**config.mk**
```make
export PLATFORM = sky130hd
export DESIGN_NAME = printf_integer_formatter
export DESIGN_NICKNAME = d
export VERILOG_FILES = /design/src/pif_pkg.sv /design/src/printf_integer_formatter.sv
export SDC_FILE = /design/constraint.sdc
export NUM_CORES = 1
export LEC_CHECK = 0
export BUFFER_PORTS_ARGS = -buffer_cell sky130_fd_sc_hd__buf_2
export CAP_MARGIN = 40
export CORE_ASPECT_RATIO = 1.4
export CORE_UTILIZATION = 45
export CTS_CLUSTER_SIZE = 20
export DETAILED_ROUTE_END_ITERATION = 8
export GPL_ROUTABILITY_DRIVEN = 0
export GPL_TIMING_DRIVEN = 1
export PLACE_DENSITY = 0.58
export SLEW_MARGIN = 10
export SYNTH_ARGS = -nofsm -noshare
export SYNTH_HDL_FRONTEND = slang
export SYNTH_SLANG_ARGS = --single-unit
```
**constraint.sdc**
```tcl
create_clock -name clk -period 13.78 [get_ports clk]
set_input_delay 2.067 -clock clk [delete_from_list [all_inputs] [get_ports clk]]
set_output_delay 2.067 -clock clk [all_outputs]
set_load 0.03 [all_outputs]
```
**src/pif_pkg.sv**
```systemverilog
package pif_pkg;

  // Conversion codes
  localparam logic [2:0] FUNC_SDEC   = 3'd0;
  localparam logic [2:0] FUNC_UDEC   = 3'd1;
  localparam logic [2:0] FUNC_OCT    = 3'd2;
  localparam logic [2:0] FUNC_HEXLO  = 3'd3;
  localparam logic [2:0] FUNC_HEXUP  = 3'd4;
  localparam logic [2:0] FUNC_PTR    = 3'd5;

  // Length codes
  localparam logic [1:0] LEN_INT   = 2'd0;
  localparam logic [1:0] LEN_SHORT = 2'd1;
  localparam logic [1:0] LEN_LONG  = 2'd2;

  localparam int MAX_WIDTH     = 64;
  localparam int MAX_PRECISION = 60;

  // Enough digit slots for 64 bits in octal (22), decimal needs 20
  localparam int NUM_DIGITS = 22;
  localparam int DIG_IDX_W  = $clog2(NUM_DIGITS);
  localparam int CONV_STEPS = 64;

  localparam logic [7:0] CH_ZERO  = 8'h30;
  localparam logic [7:0] CH_LOW_A = 8'h61;
  localparam logic [7:0] CH_UP_A  = 8'h41;
  localparam logic [7:0] CH_LOW_X = 8'h78;
  localparam logic [7:0] CH_UP_X  = 8'h58;
  localparam logic [7:0] CH_MINUS = 8'h2d;
  localparam logic [7:0] CH_PLUS  = 8'h2b;
  localparam logic [7:0] CH_SPACE = 8'h20;

  typedef logic [NUM_DIGITS-1:0][3:0] digits_t;

  function automatic logic [7:0] digit_char(input logic [3:0] d, input logic upper);
    logic [7:0] r;
    if (d < 4'd10) begin
      r = CH_ZERO + {4'd0, d};
    end else if (upper) begin
      r = CH_UP_A + {4'd0, d} - 8'd10;
    end else begin
      r = CH_LOW_A + {4'd0, d} - 8'd10;
    end
    return r;
  endfunction

endpackage

```
**src/printf_integer_formatter.sv**
```systemverilog
// printf-style integer conversion (%d %u %o %x %X %p) to a serial ASCII stream.
//
// Input channel: in_valid / in_stall with one conversion request per
// transaction (func, value, length, flags, field width, precision).
// Output channel: out_valid / out_stall, one character per transaction, most
// significant first, last set on the final character. A request that yields
// no characters (bad func code, or zero value with precision zero and no
// sign, prefix or padding) produces no output transaction at all.
//
// A decimal request passes through the shift-and-add-3 binary to BCD
// unit; octal and hex digits load directly. A leading-digit scan then walks
// down to the top nonzero digit, the bookkeeping states S_CALC1, S_CALC2
// and S_CALC3 follow, then one character leaves per cycle (up to 64) while
// the receiver does not stall. The next request is taken only after the
// final character has been registered for output, or after an empty
// conversion is dropped; in_stall stays high until then.
// The output register lets the next request enter while the final character
// still waits. When the receiver stalls, hold the character and the
// emission counter until it is taken.
// Reset clears the sequencer and the output valid; payload registers are
// left as they are.
module printf_integer_formatter (
  input  logic       clk,
  input  logic       rst,
  input  logic       in_valid,
  output logic       in_stall,
  input  logic [2:0] func,
  input  logic [63:0] value,
  input  logic [1:0] length_mode,
  input  logic       left_justify,
  input  logic       force_plus,
  input  logic       space_sign,
  input  logic       zero_fill,
  input  logic       alt_form,
  input  logic [6:0] field_width,
  input  logic       precision_given,
  input  logic [5:0] precision,
  output logic       out_valid,
  input  logic       out_stall,
  output logic [7:0] ch,
  output logic       last
);
  import pif_pkg::*;

  localparam logic [2:0] S_IDLE  = 3'd0;
  localparam logic [2:0] S_CONV  = 3'd1;
  localparam logic [2:0] S_SCAN  = 3'd2;
  localparam logic [2:0] S_CALC1 = 3'd3;
  localparam logic [2:0] S_CALC2 = 3'd4;
  localparam logic [2:0] S_CALC3 = 3'd5;
  localparam logic [2:0] S_EMIT  = 3'd6;

  logic [2:0] state;

  // Request fields held for the whole conversion
  logic       is_ptr, upper, left, zfill, alt, prec_set, mag_zero, suppress;
  logic       is_oct, is_hex, has_sign;
  logic [7:0] sign_ch;
  logic [5:0] prec;
  logic [6:0] width;

  // Shared conversion unit
  logic [63:0] bin;
  digits_t     dig;
  logic [5:0]  cnt;
  logic [DIG_IDX_W-1:0] msd;

  // Layout bookkeeping
  logic [4:0] ndig;
  logic [5:0] need;
  logic [1:0] npre;
  logic [6:0] core, zpad;
  logic [6:0] b0, b1, b2, b3, b4, nt, pos;

  assign in_stall = (state != S_IDLE);

  // ---------------------------------------------------------------
  // Accept-time argument handling: extend per length, take magnitude
  // ---------------------------------------------------------------
  logic [63:0] ext_v, mag_c;
  logic        neg_c;
  always_comb begin
    case (length_mode)
      LEN_SHORT: ext_v = (func == FUNC_SDEC) ? {{48{value[15]}}, value[15:0]}
                                             : {48'd0, value[15:0]};
      LEN_INT:   ext_v = (func == FUNC_SDEC) ? {{32{value[31]}}, value[31:0]}
                                             : {32'd0, value[31:0]};
      default:   ext_v = value;
    endcase
    if (func == FUNC_PTR) ext_v = value;
    neg_c = (func == FUNC_SDEC) && ext_v[63];
    mag_c = neg_c ? (~ext_v + 64'd1) : ext_v;
  end

  // Direct digit load for octal and hex; slots above the value read as zero
  digits_t                  load_dig;
  logic [4*NUM_DIGITS-1:0]  magx;
  always_comb begin
    magx = {{(4*NUM_DIGITS-64){1'b0}}, mag_c};
    for (int i = 0; i < NUM_DIGITS; i++) begin
      if (func == FUNC_OCT) begin
        load_dig[i] = {1'b0, magx[3*i +: 3]};
      end else begin
        load_dig[i] = magx[4*i +: 4];
      end
    end
  end

  // One shift-and-add-3 step of the binary to BCD unit
  digits_t adj, dab_next;
  always_comb begin
    for (int i = 0; i < NUM_DIGITS; i++) begin
      adj[i] = (dig[i] >= 4'd5) ? dig[i] + 4'd3 : dig[i];
    end
    for (int i = 0; i < NUM_DIGITS; i++) begin
      dab_next[i] = {adj[i][2:0], (i == 0) ? bin[63] : adj[(i == 0) ? 0 : i-1][3]};
    end
  end

  // ---------------------------------------------------------------
  // Layout arithmetic
  // ---------------------------------------------------------------
  logic [4:0] ndig_c;
  logic [5:0] need_c;
  logic [1:0] npre_c;
  logic [6:0] core_c, zpad_c, core2_c, pad_c, lead_c;
  always_comb begin
    ndig_c = suppress ? 5'd0 : 5'({1'b0, msd} + 6'd1);
    need_c = (prec_set && (prec > {1'b0, ndig_c})) ? prec - {1'b0, ndig_c} : 6'd0;
    npre_c = 2'd0;
    if (is_ptr) begin
      npre_c = 2'd2;
    end else if (alt && is_hex && !mag_zero) begin
      npre_c = 2'd2;
    end else if (alt && is_oct && (need_c == 6'd0) && !((ndig_c != 5'd0) && mag_zero)) begin
      npre_c = 2'd1;
    end
    core_c = {2'b00, ndig} + {1'b0, need} + {5'd0, npre} + {6'd0, has_sign};
    zpad_c = (!prec_set && zfill && !left && (width > core_c)) ? width - core_c : 7'd0;
    core2_c = core + zpad;
    pad_c   = (width > core2_c) ? width - core2_c : 7'd0;
    lead_c  = left ? 7'd0 : pad_c;
  end

  // ---------------------------------------------------------------
  // Character selection for the current emission position
  // ---------------------------------------------------------------
  logic [6:0] didx, pidx;
  logic [7:0] char_c;
  logic       last_c, adv;
  always_comb begin
    didx = b4 - 7'd1 - pos;
    pidx = pos - b1;
    if (pos < b0) begin
      char_c = CH_SPACE;
    end else if (pos < b1) begin
      char_c = sign_ch;
    end else if (pos < b2) begin
      if (pidx == 7'd0) char_c = CH_ZERO;
      else              char_c = upper ? CH_UP_X : CH_LOW_X;
    end else if (pos < b3) begin
      char_c = CH_ZERO;
    end else if (pos < b4) begin
      char_c = digit_char(dig[didx[DIG_IDX_W-1:0]], upper);
    end else begin
      char_c = CH_SPACE;
    end
    last_c = (pos == nt - 7'd1);
    adv    = !out_valid || !out_stall;
  end

  // ---------------------------------------------------------------
  // Sequencer
  // ---------------------------------------------------------------
  always_ff @(posedge clk) begin
    if (rst) begin
      state     <= S_IDLE;
      out_valid <= 1'b0;
    end else begin
      if (out_valid && !out_stall && state != S_EMIT) out_valid <= 1'b0;
      case (state)
        S_IDLE: begin
          if (in_valid && func <= FUNC_PTR) begin
            is_ptr   <= (func == FUNC_PTR);
            upper    <= (func == FUNC_HEXUP);
            is_oct   <= (func == FUNC_OCT);
            is_hex   <= (func == FUNC_HEXLO) || (func == FUNC_HEXUP);
            left     <= left_justify;
            zfill    <= zero_fill;
            alt      <= alt_form;
            prec_set <= precision_given;
            prec     <= (precision > 6'(MAX_PRECISION)) ? 6'(MAX_PRECISION) : precision;
            width    <= (field_width > 7'(MAX_WIDTH)) ? 7'(MAX_WIDTH) : field_width;
            mag_zero <= (mag_c == 64'd0);
            suppress <= (func != FUNC_PTR) && precision_given && (precision == 6'd0)
                        && (mag_c == 64'd0);
            has_sign <= neg_c || ((func == FUNC_SDEC) && (force_plus || space_sign));
            sign_ch  <= neg_c ? CH_MINUS : (force_plus ? CH_PLUS : CH_SPACE);
            msd      <= DIG_IDX_W'(NUM_DIGITS - 1);
            cnt      <= 6'd0;
            bin      <= mag_c;
            if (func == FUNC_SDEC || func == FUNC_UDEC) begin
              dig   <= '0;
              state <= S_CONV;
            end else begin
              dig   <= load_dig;
              state <= S_SCAN;
            end
          end
        end
        S_CONV: begin
          dig <= dab_next;
          bin <= {bin[62:0], 1'b0};
          cnt <= cnt + 6'd1;
          if (cnt == 6'(CONV_STEPS - 1)) state <= S_SCAN;
        end
        S_SCAN: begin
          // Walk down from the top slot to the leading nonzero digit
          if (dig[msd] != 4'd0 || msd == '0) begin
            state <= S_CALC1;
          end else begin
            msd <= msd - DIG_IDX_W'(1);
          end
        end
        S_CALC1: begin
          ndig  <= ndig_c;
          need  <= need_c;
          npre  <= npre_c;
          state <= S_CALC2;
        end
        S_CALC2: begin
          core  <= core_c;
          zpad  <= zpad_c;
          state <= S_CALC3;
        end
        S_CALC3: begin
          b0  <= lead_c;
          b1  <= lead_c + {6'd0, has_sign};
          b2  <= lead_c + {6'd0, has_sign} + {5'd0, npre};
          b3  <= lead_c + {6'd0, has_sign} + {5'd0, npre} + zpad + {1'b0, need};
          b4  <= lead_c + {6'd0, has_sign} + {5'd0, npre} + zpad + {1'b0, need}
                 + {2'b00, ndig};
          nt  <= core2_c + pad_c;
          pos <= 7'd0;
          // Drop empty conversions without any output transaction
          state <= ((core2_c + pad_c) == 7'd0) ? S_IDLE : S_EMIT;
        end
        S_EMIT: begin
          if (adv) begin
            out_valid <= 1'b1;
            ch        <= char_c;
            last      <= last_c;
            pos       <= pos + 7'd1;
            if (last_c) state <= S_IDLE;
          end
        end
        default: state <= S_IDLE;
      endcase
    end
  end

  // ---------------------------------------------------------------
  // Assertions
  // ---------------------------------------------------------------
  a_pos_in_range: assert property (@(posedge clk) disable iff (rst)
    (state == S_EMIT) |-> (pos < nt))
    else $error("emission position ran past the character count");

  a_count_bound: assert property (@(posedge clk) disable iff (rst)
    (state == S_EMIT) |-> (nt <= 7'(MAX_WIDTH)))
    else $error("character count exceeds the output limit");

  a_scan_bound: assert property (@(posedge clk) disable iff (rst)
    (state == S_SCAN) |-> (msd < DIG_IDX_W'(NUM_DIGITS)))
    else $error("leading digit scan left the digit slots");

  a_calc_after_scan: assert property (@(posedge clk) disable iff (rst)
    (state == S_CALC1) |-> ($past(state) == S_SCAN))
    else $error("layout step entered without a finished digit scan");

endmodule

```
# == Word level (Yosys, flattened, before mapping) ==
# Cells that the tools add are included.
# classes
muxes,90
magnitude_cmp,36
addsub,49
n_bitwise,2
n_eq_ne,22
reduce_logical,55
# op_table
operator,n
$mux W64,5
$pmux W64 S2,2
$mux W88,2
$pmux W88 S2,1
$mux W4,40
$ge A4 B3 Y1 const B,22
$add A4 B2 Y4 const B,21
$add A64 B1 Y64 const B,1
$logic_not A64 Y1,1
$not A64 Y64,1
$mux W8,6
$bmux W4 S5,2
$mux W3,12
$lt A7 B7 Y1,5
$mux W7,4
$add A7 B7 Y7,3
$pmux W3 S7,1
$sub A7 B7 Y7,3
$logic_and A1 B1 Y1,18
$mux W6,3
$add A7 B4 Y8 const A,2
$sub A8 B4 Y8 const B,2
$eq A3 B3 Y1 const B,5
$mux W5,3
other kinds (50),89
# word_totals
register_bits,284
inputBits,92
wordCells,309

# == Depth between registers and ports, before layout ==
# Gate-level depths: netlist of run 1.
# logic_depth
ltp_word,12
depth_mapped,29
ltp_nobuf,28

# == Worst setup path after synthesis of run 1 ==
# Ideal clock, no wire load.
# synth_timing
kind,input to register
startpoint,in func[2]
endpoint,"reg bin[0], enable pin"
slack_ps,2841
cell_stages,4
t_arrival_ps,10211
path_buffers,1
path_cell_list,clkbuf_1 a21boi_0 nand2b_1 a21oi_1
# synth_between
elab_chain_cells,4
# synth_rtl
element,line,source
from (decl),printf_integer_formatter.sv:27,"input logic [2:0] func,"
$le A3 B3 Y1,printf_integer_formatter.sv:183,if (in_valid && func <= FUNC_PTR) begin
$logic_and A1 B1 Y1,printf_integer_formatter.sv:183,
$ne A2 B2 Y1 (no line),n/a,
$reduce_and A3 Y1 (no line),n/a,
to (signal assigned),printf_integer_formatter.sv:201,bin <= mag_c;
to (signal assigned),printf_integer_formatter.sv:213,"bin <= {bin[62:0], 1'b0};"
to (decl),printf_integer_formatter.sv:63,logic [63:0] bin;
# Every way passes these cells.
# A chain may end at the register's enable or synchronous reset.

# == Worst setup path in the final report of run 1 ==
# layout_timing
startpoint,reg zpad[0]
endpoint,"reg b4[6], data pin"
# layout_between
elab_chain_cells,9
word_cells_on_any_way,10
cone_classes,add/sub: 7; order compare: 1; mux: 2
# layout_rtl
element,line,source
from (decl),printf_integer_formatter.sv:72,"logic [6:0] core, zpad;"
from (signal assigned),printf_integer_formatter.sv:233,zpad <= zpad_c;
$add A7 B7 Y7 *,printf_integer_formatter.sv:140,core2_c = core + zpad;
$sub A7 B7 Y7 / $gt A7 B7 Y1 (equally long branches),printf_integer_formatter.sv:141,pad_c = (width > core2_c) ? width - core2_c : 7'd0;
$mux W7 *,printf_integer_formatter.sv:141,
$mux W7 *,printf_integer_formatter.sv:142,lead_c = left ? 7'd0 : pad_c;
named net lead_c[0],printf_integer_formatter.sv:126,"logic [6:0] core_c, zpad_c, core2_c, pad_c, lead_c;"
$add A7 B1 Y7 *,printf_integer_formatter.sv:241,"b4 <= lead_c + {6'd0, has_sign} + {5'd0, npre} + zpad + {1'b0, need}"
$add A7 B2 Y7 *,printf_integer_formatter.sv:241,
$add A7 B7 Y7 *,printf_integer_formatter.sv:241,
$add A7 B6 Y7 *,printf_integer_formatter.sv:241,
$add A7 B5 Y7 *,printf_integer_formatter.sv:242,"+ {2'b00, ndig};"
to (signal assigned),printf_integer_formatter.sv:241,
to (decl),printf_integer_formatter.sv:73,"logic [6:0] b0, b1, b2, b3, b4, nt, pos;"
# The timed path passes the listed nets; every way through them passes the cells marked *.

==> flow_metrics.env, run 1 <==
export IMPL_status="complete, no violations"
export IMPL_layout_commonest_cell="edfxtp_1"
export IMPL_cp_slowest_stage_delay_ps=700
export IMPL_maxSlewHeadroom=0.403
export IMPL_r2r_end="b4[6]"
export IMPL_worstPathRequired_ps=14110
export IMPL_clock_latency_ps=580
export IMPL_ys_types=99
export IMPL_yosys_area_share_adder=0.103
export IMPL_clk_transition_reported_paths_ps=70
export IMPL_crit_fanout=11
export IMPL_r2r_cells=25
export IMPL_core_area_sq_um=46100
export IMPL_globalRouteOverflowTotal=0
export IMPL_critPathSlowestCell="o211ai_1"
export IMPL_clockRootBuffer="clkbuf_16"
export IMPL_drt_iter0_drc=1301
export IMPL_rows=93
export IMPL_holdPathEnd="bin[43]"
export IMPL_cts_resized=0
export IMPL_io_pins=103
export IMPL_worstPathArrival_ps=7520
export IMPL_p_int_mw=2.16
export IMPL_cpMostUsedCell="ha_1"
export IMPL_yosys_warnings=0
export IMPL_wirelength_um=61900
export IMPL_vias=17500
export IMPL_portBuffers=101
export IMPL_p_sw_mw=1.27
export IMPL_fin_nets=2531
export IMPL_max_cap_violations=0
export IMPL_grt_pass1_wl_um=96900
export IMPL_drive_gt1_frac=0.110
export IMPL_min_period_ps=7190
export IMPL_timing_hold_worst_start="bin[42]"
export IMPL_p_leak_nw=8.74
export IMPL_final_core_util=0.502
export IMPL_dr_pass1_iters=5
export IMPL_wl_per_cell_um=21.2
export IMPL_place_inst=2863
export IMPL_post_drt_via_cell_ratio=6.01
export IMPL_drc=0
export IMPL_synth_yosys_seq_area_share=0.396
export IMPL_seqPwrFrac=0.392
export IMPL_rr_startpoint="zpad[0]"
export IMPL_grt_pass1_vias=17300
export IMPL_rrSetupSlack_ps=6590
export IMPL_place_area_sq_um=22200
export IMPL_holdPathStages=2
export IMPL_antenna_found_initial=0
export IMPL_yosysTopAreaCellShare=0.392
export IMPL_chipWidth_um=185
export IMPL_cp_end_kind="flop"
export IMPL_cts_made_buffers=29
export IMPL_p_sw_frac=0.371
export IMPL_synth_area_leaders="edfxtp_1, ha_1, a21oi_1, xnor2_1, nor2_1"
export IMPL_comb_power_share=0.373
export IMPL_synth_compound_area_frac=0.182
export IMPL_cp_num_buf_inv=3
export IMPL_cp_top_family="adder cells"
export IMPL_setup_viol=0
export IMPL_die_h_um=258
export IMPL_nFillCells=4428
export IMPL_grt_max_degree=77
export IMPL_synth_largest_area_cell="edfxtp_1"
export IMPL_power_density_nw_per_um2=148
export IMPL_multiInputGateArea_sq_um=11700
export IMPL_synthSimpleGateAreaFrac=0.177
export IMPL_hold_viol_final=0
export IMPL_holdWs_ps=511
export IMPL_final_antenna_net_count=0
export IMPL_cts_hold_buf=0
export IMPL_cp_start_kind="flop"
export IMPL_grt_total_usage=0.263
export IMPL_syn_avg_cell_area_sq_um=9.46
export IMPL_synth_edf_count=274
export IMPL_start_util=0.456
export IMPL_htree_levels=1
export IMPL_final_cell_mix="edfxtp_1, nor2_1, a21oi_1"
export IMPL_clock_power_share=0.235
export IMPL_synth_ff_type="edfxtp_1"
export IMPL_worstMarginPinSlew_ps=892
export IMPL_timing_clock_skew_ps=14.6
export IMPL_fin_cells=2919
export IMPL_hp_class="flop to flop"
export IMPL_fin_crit_sh=0.522
export IMPL_dp_hpwl_um=47100
export IMPL_synth_area_sq_um=21000
export IMPL_clock_fmax_mhz=139
export IMPL_cts_sinks=278
export IMPL_peakVddDrop_v=0.000102
export IMPL_finalSetupTns_ps=0
export IMPL_die_area_sq_um=47600
export IMPL_async_reset_ff_frac=0
export IMPL_finalMaxSlewViolations=0
export IMPL_crit_type="flop to flop"
export IMPL_yosys_mux_area_fraction=0.0364
export IMPL_area_growth_pct=10.1
export IMPL_final_cell_area_sq_um=23100
export IMPL_regArea_sq_um=8310
export IMPL_rsz0062_at_grt="no"
export IMPL_cts_setup_buffers=0
export IMPL_syn_instance_count=2220
export IMPL_synth_xor_area_frac=0.0568
export IMPL_cts_tree="done"
export IMPL_synth_seq_cells=278
export IMPL_synth_top_family_by_area="compound AO/OA/AOI/OAI gates"
export IMPL_clockBufferDepth=3
export IMPL_syn_num_nets=2473
[routing by layer]
layer,share of wire,GRT usage,up-vias
li1,-,-,8313
met3,0.048,0.0219,137
met2,0.52,0.478,581
met5,0,0,-
met1,0.39,0.314,8514
met4,0.043,0.117,0
[registers in the layout, indices dropped and copies added (netlist names), 2 cells and up]
register / flops
b3: 7
b2: 7
width: 7
npre: 2
core: 7
dig: 88
pos: 7
cnt: 6
b4: 7
prec: 6
state: 3
ch: 7
need: 6
msd: 5
zpad: 7
sign_ch: 3
b1: 7
ndig: 5
b0: 7
nt: 7
bin: 64
[logic make-up after synthesis]
group,count (synthesis)
compound gates,603
xor+xnor,133
fa+ha+maj,161
buf+inv,258
flops,278
mux,46
other cells,1
simple gates,740
[worst min-delay path: cells and delay by family (launching register included)]
family        cells  cell delay [ps]
flops             1              320
simple gates      2               90
[cell usage after synthesis (24+ instances only)]
| cell type | n |
|---|---|
| nand3_1 | 34 |
| xnor2_1 | 87 |
| o22ai_1 | 34 |
| edfxtp_1 | 274 |
| nor3b_1 | 33 |
| o221ai_1 | 34 |
| xor2_1 | 44 |
| nor3_1 | 51 |
| inv_1 | 149 |
| a21oi_1 | 196 |
| nand2b_1 | 48 |
| nor4_1 | 36 |
| nand2_1 | 191 |
| mux4_2 | 24 |
| a21o_1 | 29 |
| o21ai_0 | 136 |
| clkbuf_1 | 85 |
| ha_1 | 142 |
| nor2_1 | 199 |
[layout make-up]
cell class              instances  area share
repair buffers                134      0.0353
clock inverters                16     0.00801
well taps                     617      0.0334
inverters                     151      0.0245
diodes                          1    0.000108
flip-flops and latches        278       0.359
clock buffers                  38      0.0329
multi-input cells            1684       0.506
[worst max-delay path by stage]
stage,start,end,slack [ps],cells after the start
2_1_floorplan,func[2],bin[0],2840,4
3_3_place_gp,zpad[0],b4[6],6770,25
3_5_place_dp,zpad[0],b4[6],6580,24
4_1_cts,zpad[0],b4[6],6560,24
5_1_grt,zpad[0],b4[6],6160,25
6_report,zpad[0],b4[6],6590,25
[power groups by stage]
stage | clock network [mW] | logic [mW] | registers, mW
after floorplan | 0 | 0.940 | 1.33
after global placement | 0 | 1.22 | 1.36
after detailed placement | 0 | 1.27 | 1.36
after CTS | 0.821 | 1.28 | 1.34
after global routing | 0.847 | 1.43 | 1.37
final | 0.806 | 1.28 | 1.35
[metrics by stage]
step | setup slack [ps] | power [mW]
after floorplan | 2840 | 2.27
after global placement | 6770 | 2.58
after detailed placement | 6580 | 2.64
after CTS | 6560 | 3.45
after global routing | 6160 | 3.64
final | 6590 | 3.43
(Power assumes the default switching activity.)
==> run 2: changes to the inputs <==
--- a/config.mk
+++ b/config.mk
@@ -13,7 +13,7 @@
 export DETAILED_ROUTE_END_ITERATION = 8
 export GPL_ROUTABILITY_DRIVEN = 0
 export GPL_TIMING_DRIVEN = 1
-export PLACE_DENSITY = 0.58
+export PLACE_DENSITY = 0.6
 export SLEW_MARGIN = 10
 export SYNTH_ARGS = -nofsm -noshare
 export SYNTH_HDL_FRONTEND = slang
==> constraint.sdc (replaced) <==
create_clock -name clk -period 6 [get_ports clk]
set_input_delay 0.9 -clock clk [delete_from_list [all_inputs] [get_ports clk]]
set_output_delay 0.9 -clock clk [all_outputs]
set_load 0.03 [all_outputs]
==> run 2 against run 1 <==
Register-to-register slack lost 6600 ps. Maximum frequency grew 21%. Hold slack lost 4.0 ps. Critical path depth grew 2. Global-route usage grew 1.3 points. Sequential share of layout area shrank 1.0 points. Combinational power grew to 2.6 times the previous value. Core utilization grew 1.5 points. Flip-flop and latch count is the same. Clock skew grew 14 ps. Largest cell class unchanged.
==> flow_metrics.env, run 2 (same netlist as run 1, synthesis figures left out) <==
export IMPL_total_power_mw=8.17
export IMPL_crit_type="flop to flop"
export IMPL_grt_max_degree=79
export IMPL_htree_levels=1
export IMPL_setup_viol=0
export IMPL_io_pins=103
export IMPL_power_density_nw_per_um2=343
export IMPL_final_antenna_net_count=0
export IMPL_largest_reg_flops=88
export IMPL_dp_hpwl_um=49300
export IMPL_rows=93
export IMPL_clock_latency_ps=580
export IMPL_p_sw_mw=3.07
export IMPL_comb_power_share=0.409
export IMPL_drt_iter0_drc=1474
export IMPL_antennaDiodeCount=0
export IMPL_clk_transition_reported_paths_ps=60
export IMPL_cp_start_kind="flop"
export IMPL_grt_pass1_vias=17800
export IMPL_clockBufferDepth=3
export IMPL_clockRootBuffer="clkbuf_16"
export IMPL_drc=0
export IMPL_maxSlewHeadroom=0.391
export IMPL_grt_total_usage=0.277
export IMPL_cts_hold_buf=0
export IMPL_rsz0062_at_grt="yes"
export IMPL_drive_gt1_frac=0.146
export IMPL_timing_clock_skew_ps=28.4
export IMPL_fin_crit_sh=0.994
export IMPL_chipWidth_um=185
export IMPL_cp_top_family="adder cells"
export IMPL_p_leak_nw=9.07
export IMPL_fin_nets=2598
export IMPL_area_growth_pct=13.3
export IMPL_layout_commonest_cell="edfxtp_1"
export IMPL_portBuffers=101
export IMPL_p_sw_frac=0.376
export IMPL_die_h_um=258
export IMPL_peakVddDrop_v=0.000241
export IMPL_min_period_ps=5970
export IMPL_final_core_util=0.517
export IMPL_max_cap_violations=0
export IMPL_status="complete, no violations"
export IMPL_wl_per_cell_um=22.0
export IMPL_hp_class="flop to flop"
export IMPL_worstMarginPinSlew_ps=907
export IMPL_cts_made_buffers=29
export IMPL_critPathSlowestCell="fa_2"
export IMPL_vias=18000
export IMPL_final_cell_mix="edfxtp_1, nor2_1, nand2_1"
export IMPL_cts_sinks=278
export IMPL_crit_fanout=4
export IMPL_wirelength_um=65500
export IMPL_start_util=0.456
export IMPL_die_area_sq_um=47600
export IMPL_clock_fmax_mhz=168
export IMPL_antenna_found_initial=0
export IMPL_top_register="dig"
export IMPL_dr_pass1_iters=5
export IMPL_cts_tree="done"
export IMPL_worstPathArrival_ps=6280
export IMPL_clock_power_share=0.214
export IMPL_worstPathRequired_ps=6310
export IMPL_post_drt_via_cell_ratio=6.03
export IMPL_cpMostUsedCell="ha_4"
export IMPL_p_int_mw=5.10
export IMPL_globalRouteOverflowTotal=0
export IMPL_finalSetupTns_ps=0
export IMPL_grt_pass1_wl_um=101000
export IMPL_cp_num_buf_inv=6
export IMPL_finalMaxSlewViolations=0
export IMPL_cp_slowest_stage_delay_ps=540
export IMPL_cp_end_kind="flop"
export IMPL_hold_viol_final=0
export IMPL_core_area_sq_um=46100
export IMPL_top_regs="dig: 88 flops, bin: 64 flops"
export IMPL_seqPwrFrac=0.376
run 2: cell count changes in the layout (fill, tap and decap cells not counted), moves of 3 or more:
cell and change:
xnor2_1 -4, inv_2 +3, xnor2_2 +3, fa_1 -3
a21oi_1 -6, ha_4 +7, a21oi_2 +4, ha_2 +3
buf_4 +66, clkinv_1 +4, inv_1 -3, fa_2 +3
ha_1 -10
run 2: stage by stage:
stage               setup slack, ps  cell area, sq um  instances  hold slack [ps]
global route                   -228             23800       2984              502
CTS                           -43.2             23600       2976              489
detailed placement             -154             22700       2921              499
floorplan                      61.1             21100       2220              484
global placement              -70.2             22500       2912              491
finish                         33.1             23800       2984              506
run 2: cell type report:
type / count / area [sq um]
fillers: 4308 / 22300
repair buffers: 201 / 1350
well taps: 617 / 772
inverters: 151 / 567
flip-flops and latches: 278 / 8310
clock inverters: 15 / 120
clock buffers: 38 / 759
multi-input cells: 1684 / 11900
run 2: worst paths after layout:
check             from        end  slack [ps]  depth (start not counted)
max            zpad[0]      b4[5]          30                         27
min          out_valid  out_valid         510                          2
max reg2reg    zpad[0]      b4[5]          30                         27
min reg2reg  out_valid  out_valid         510                          2
run 2: per-layer routing:
layer / part of all wire / vias up / track usage
li1: - / 8450 / -
met1: 0.36 / 8681 / 0.301
met2: 0.52 / 661 / 0.511
met3: 0.049 / 212 / 0.0258
met4: 0.069 / 0 / 0.172
met5: 0 / - / 0
run 2: repair_timing:
| action | 4_1_cts | 5_1_grt |
|---|---|---|
| gates resized for setup | 6 | 25 |
| setup endpoints to repair | 5 | 7 |
| buffers inserted | 2 | 9 |
| pin swaps | 11 | 12 |
run 2: tightest hold or removal path: stages (launching register included):
cell and delay (ps):
dfxtp_1 300, nand2_1 90, a21oi_1 70
run 2: power groups by stage:
| stage | Sequential (mW) | Clock, mW | Combinational (mW) |
|---|---|---|---|
| global placement | 3.10 | 0 | 3.04 |
| floorplan | 2.99 | 0 | 2.19 |
| CTS | 3.07 | 1.79 | 3.20 |
| detailed placement | 3.11 | 0 | 3.15 |
| global route | 3.12 | 1.85 | 3.68 |
| finish | 3.08 | 1.75 | 3.34 |
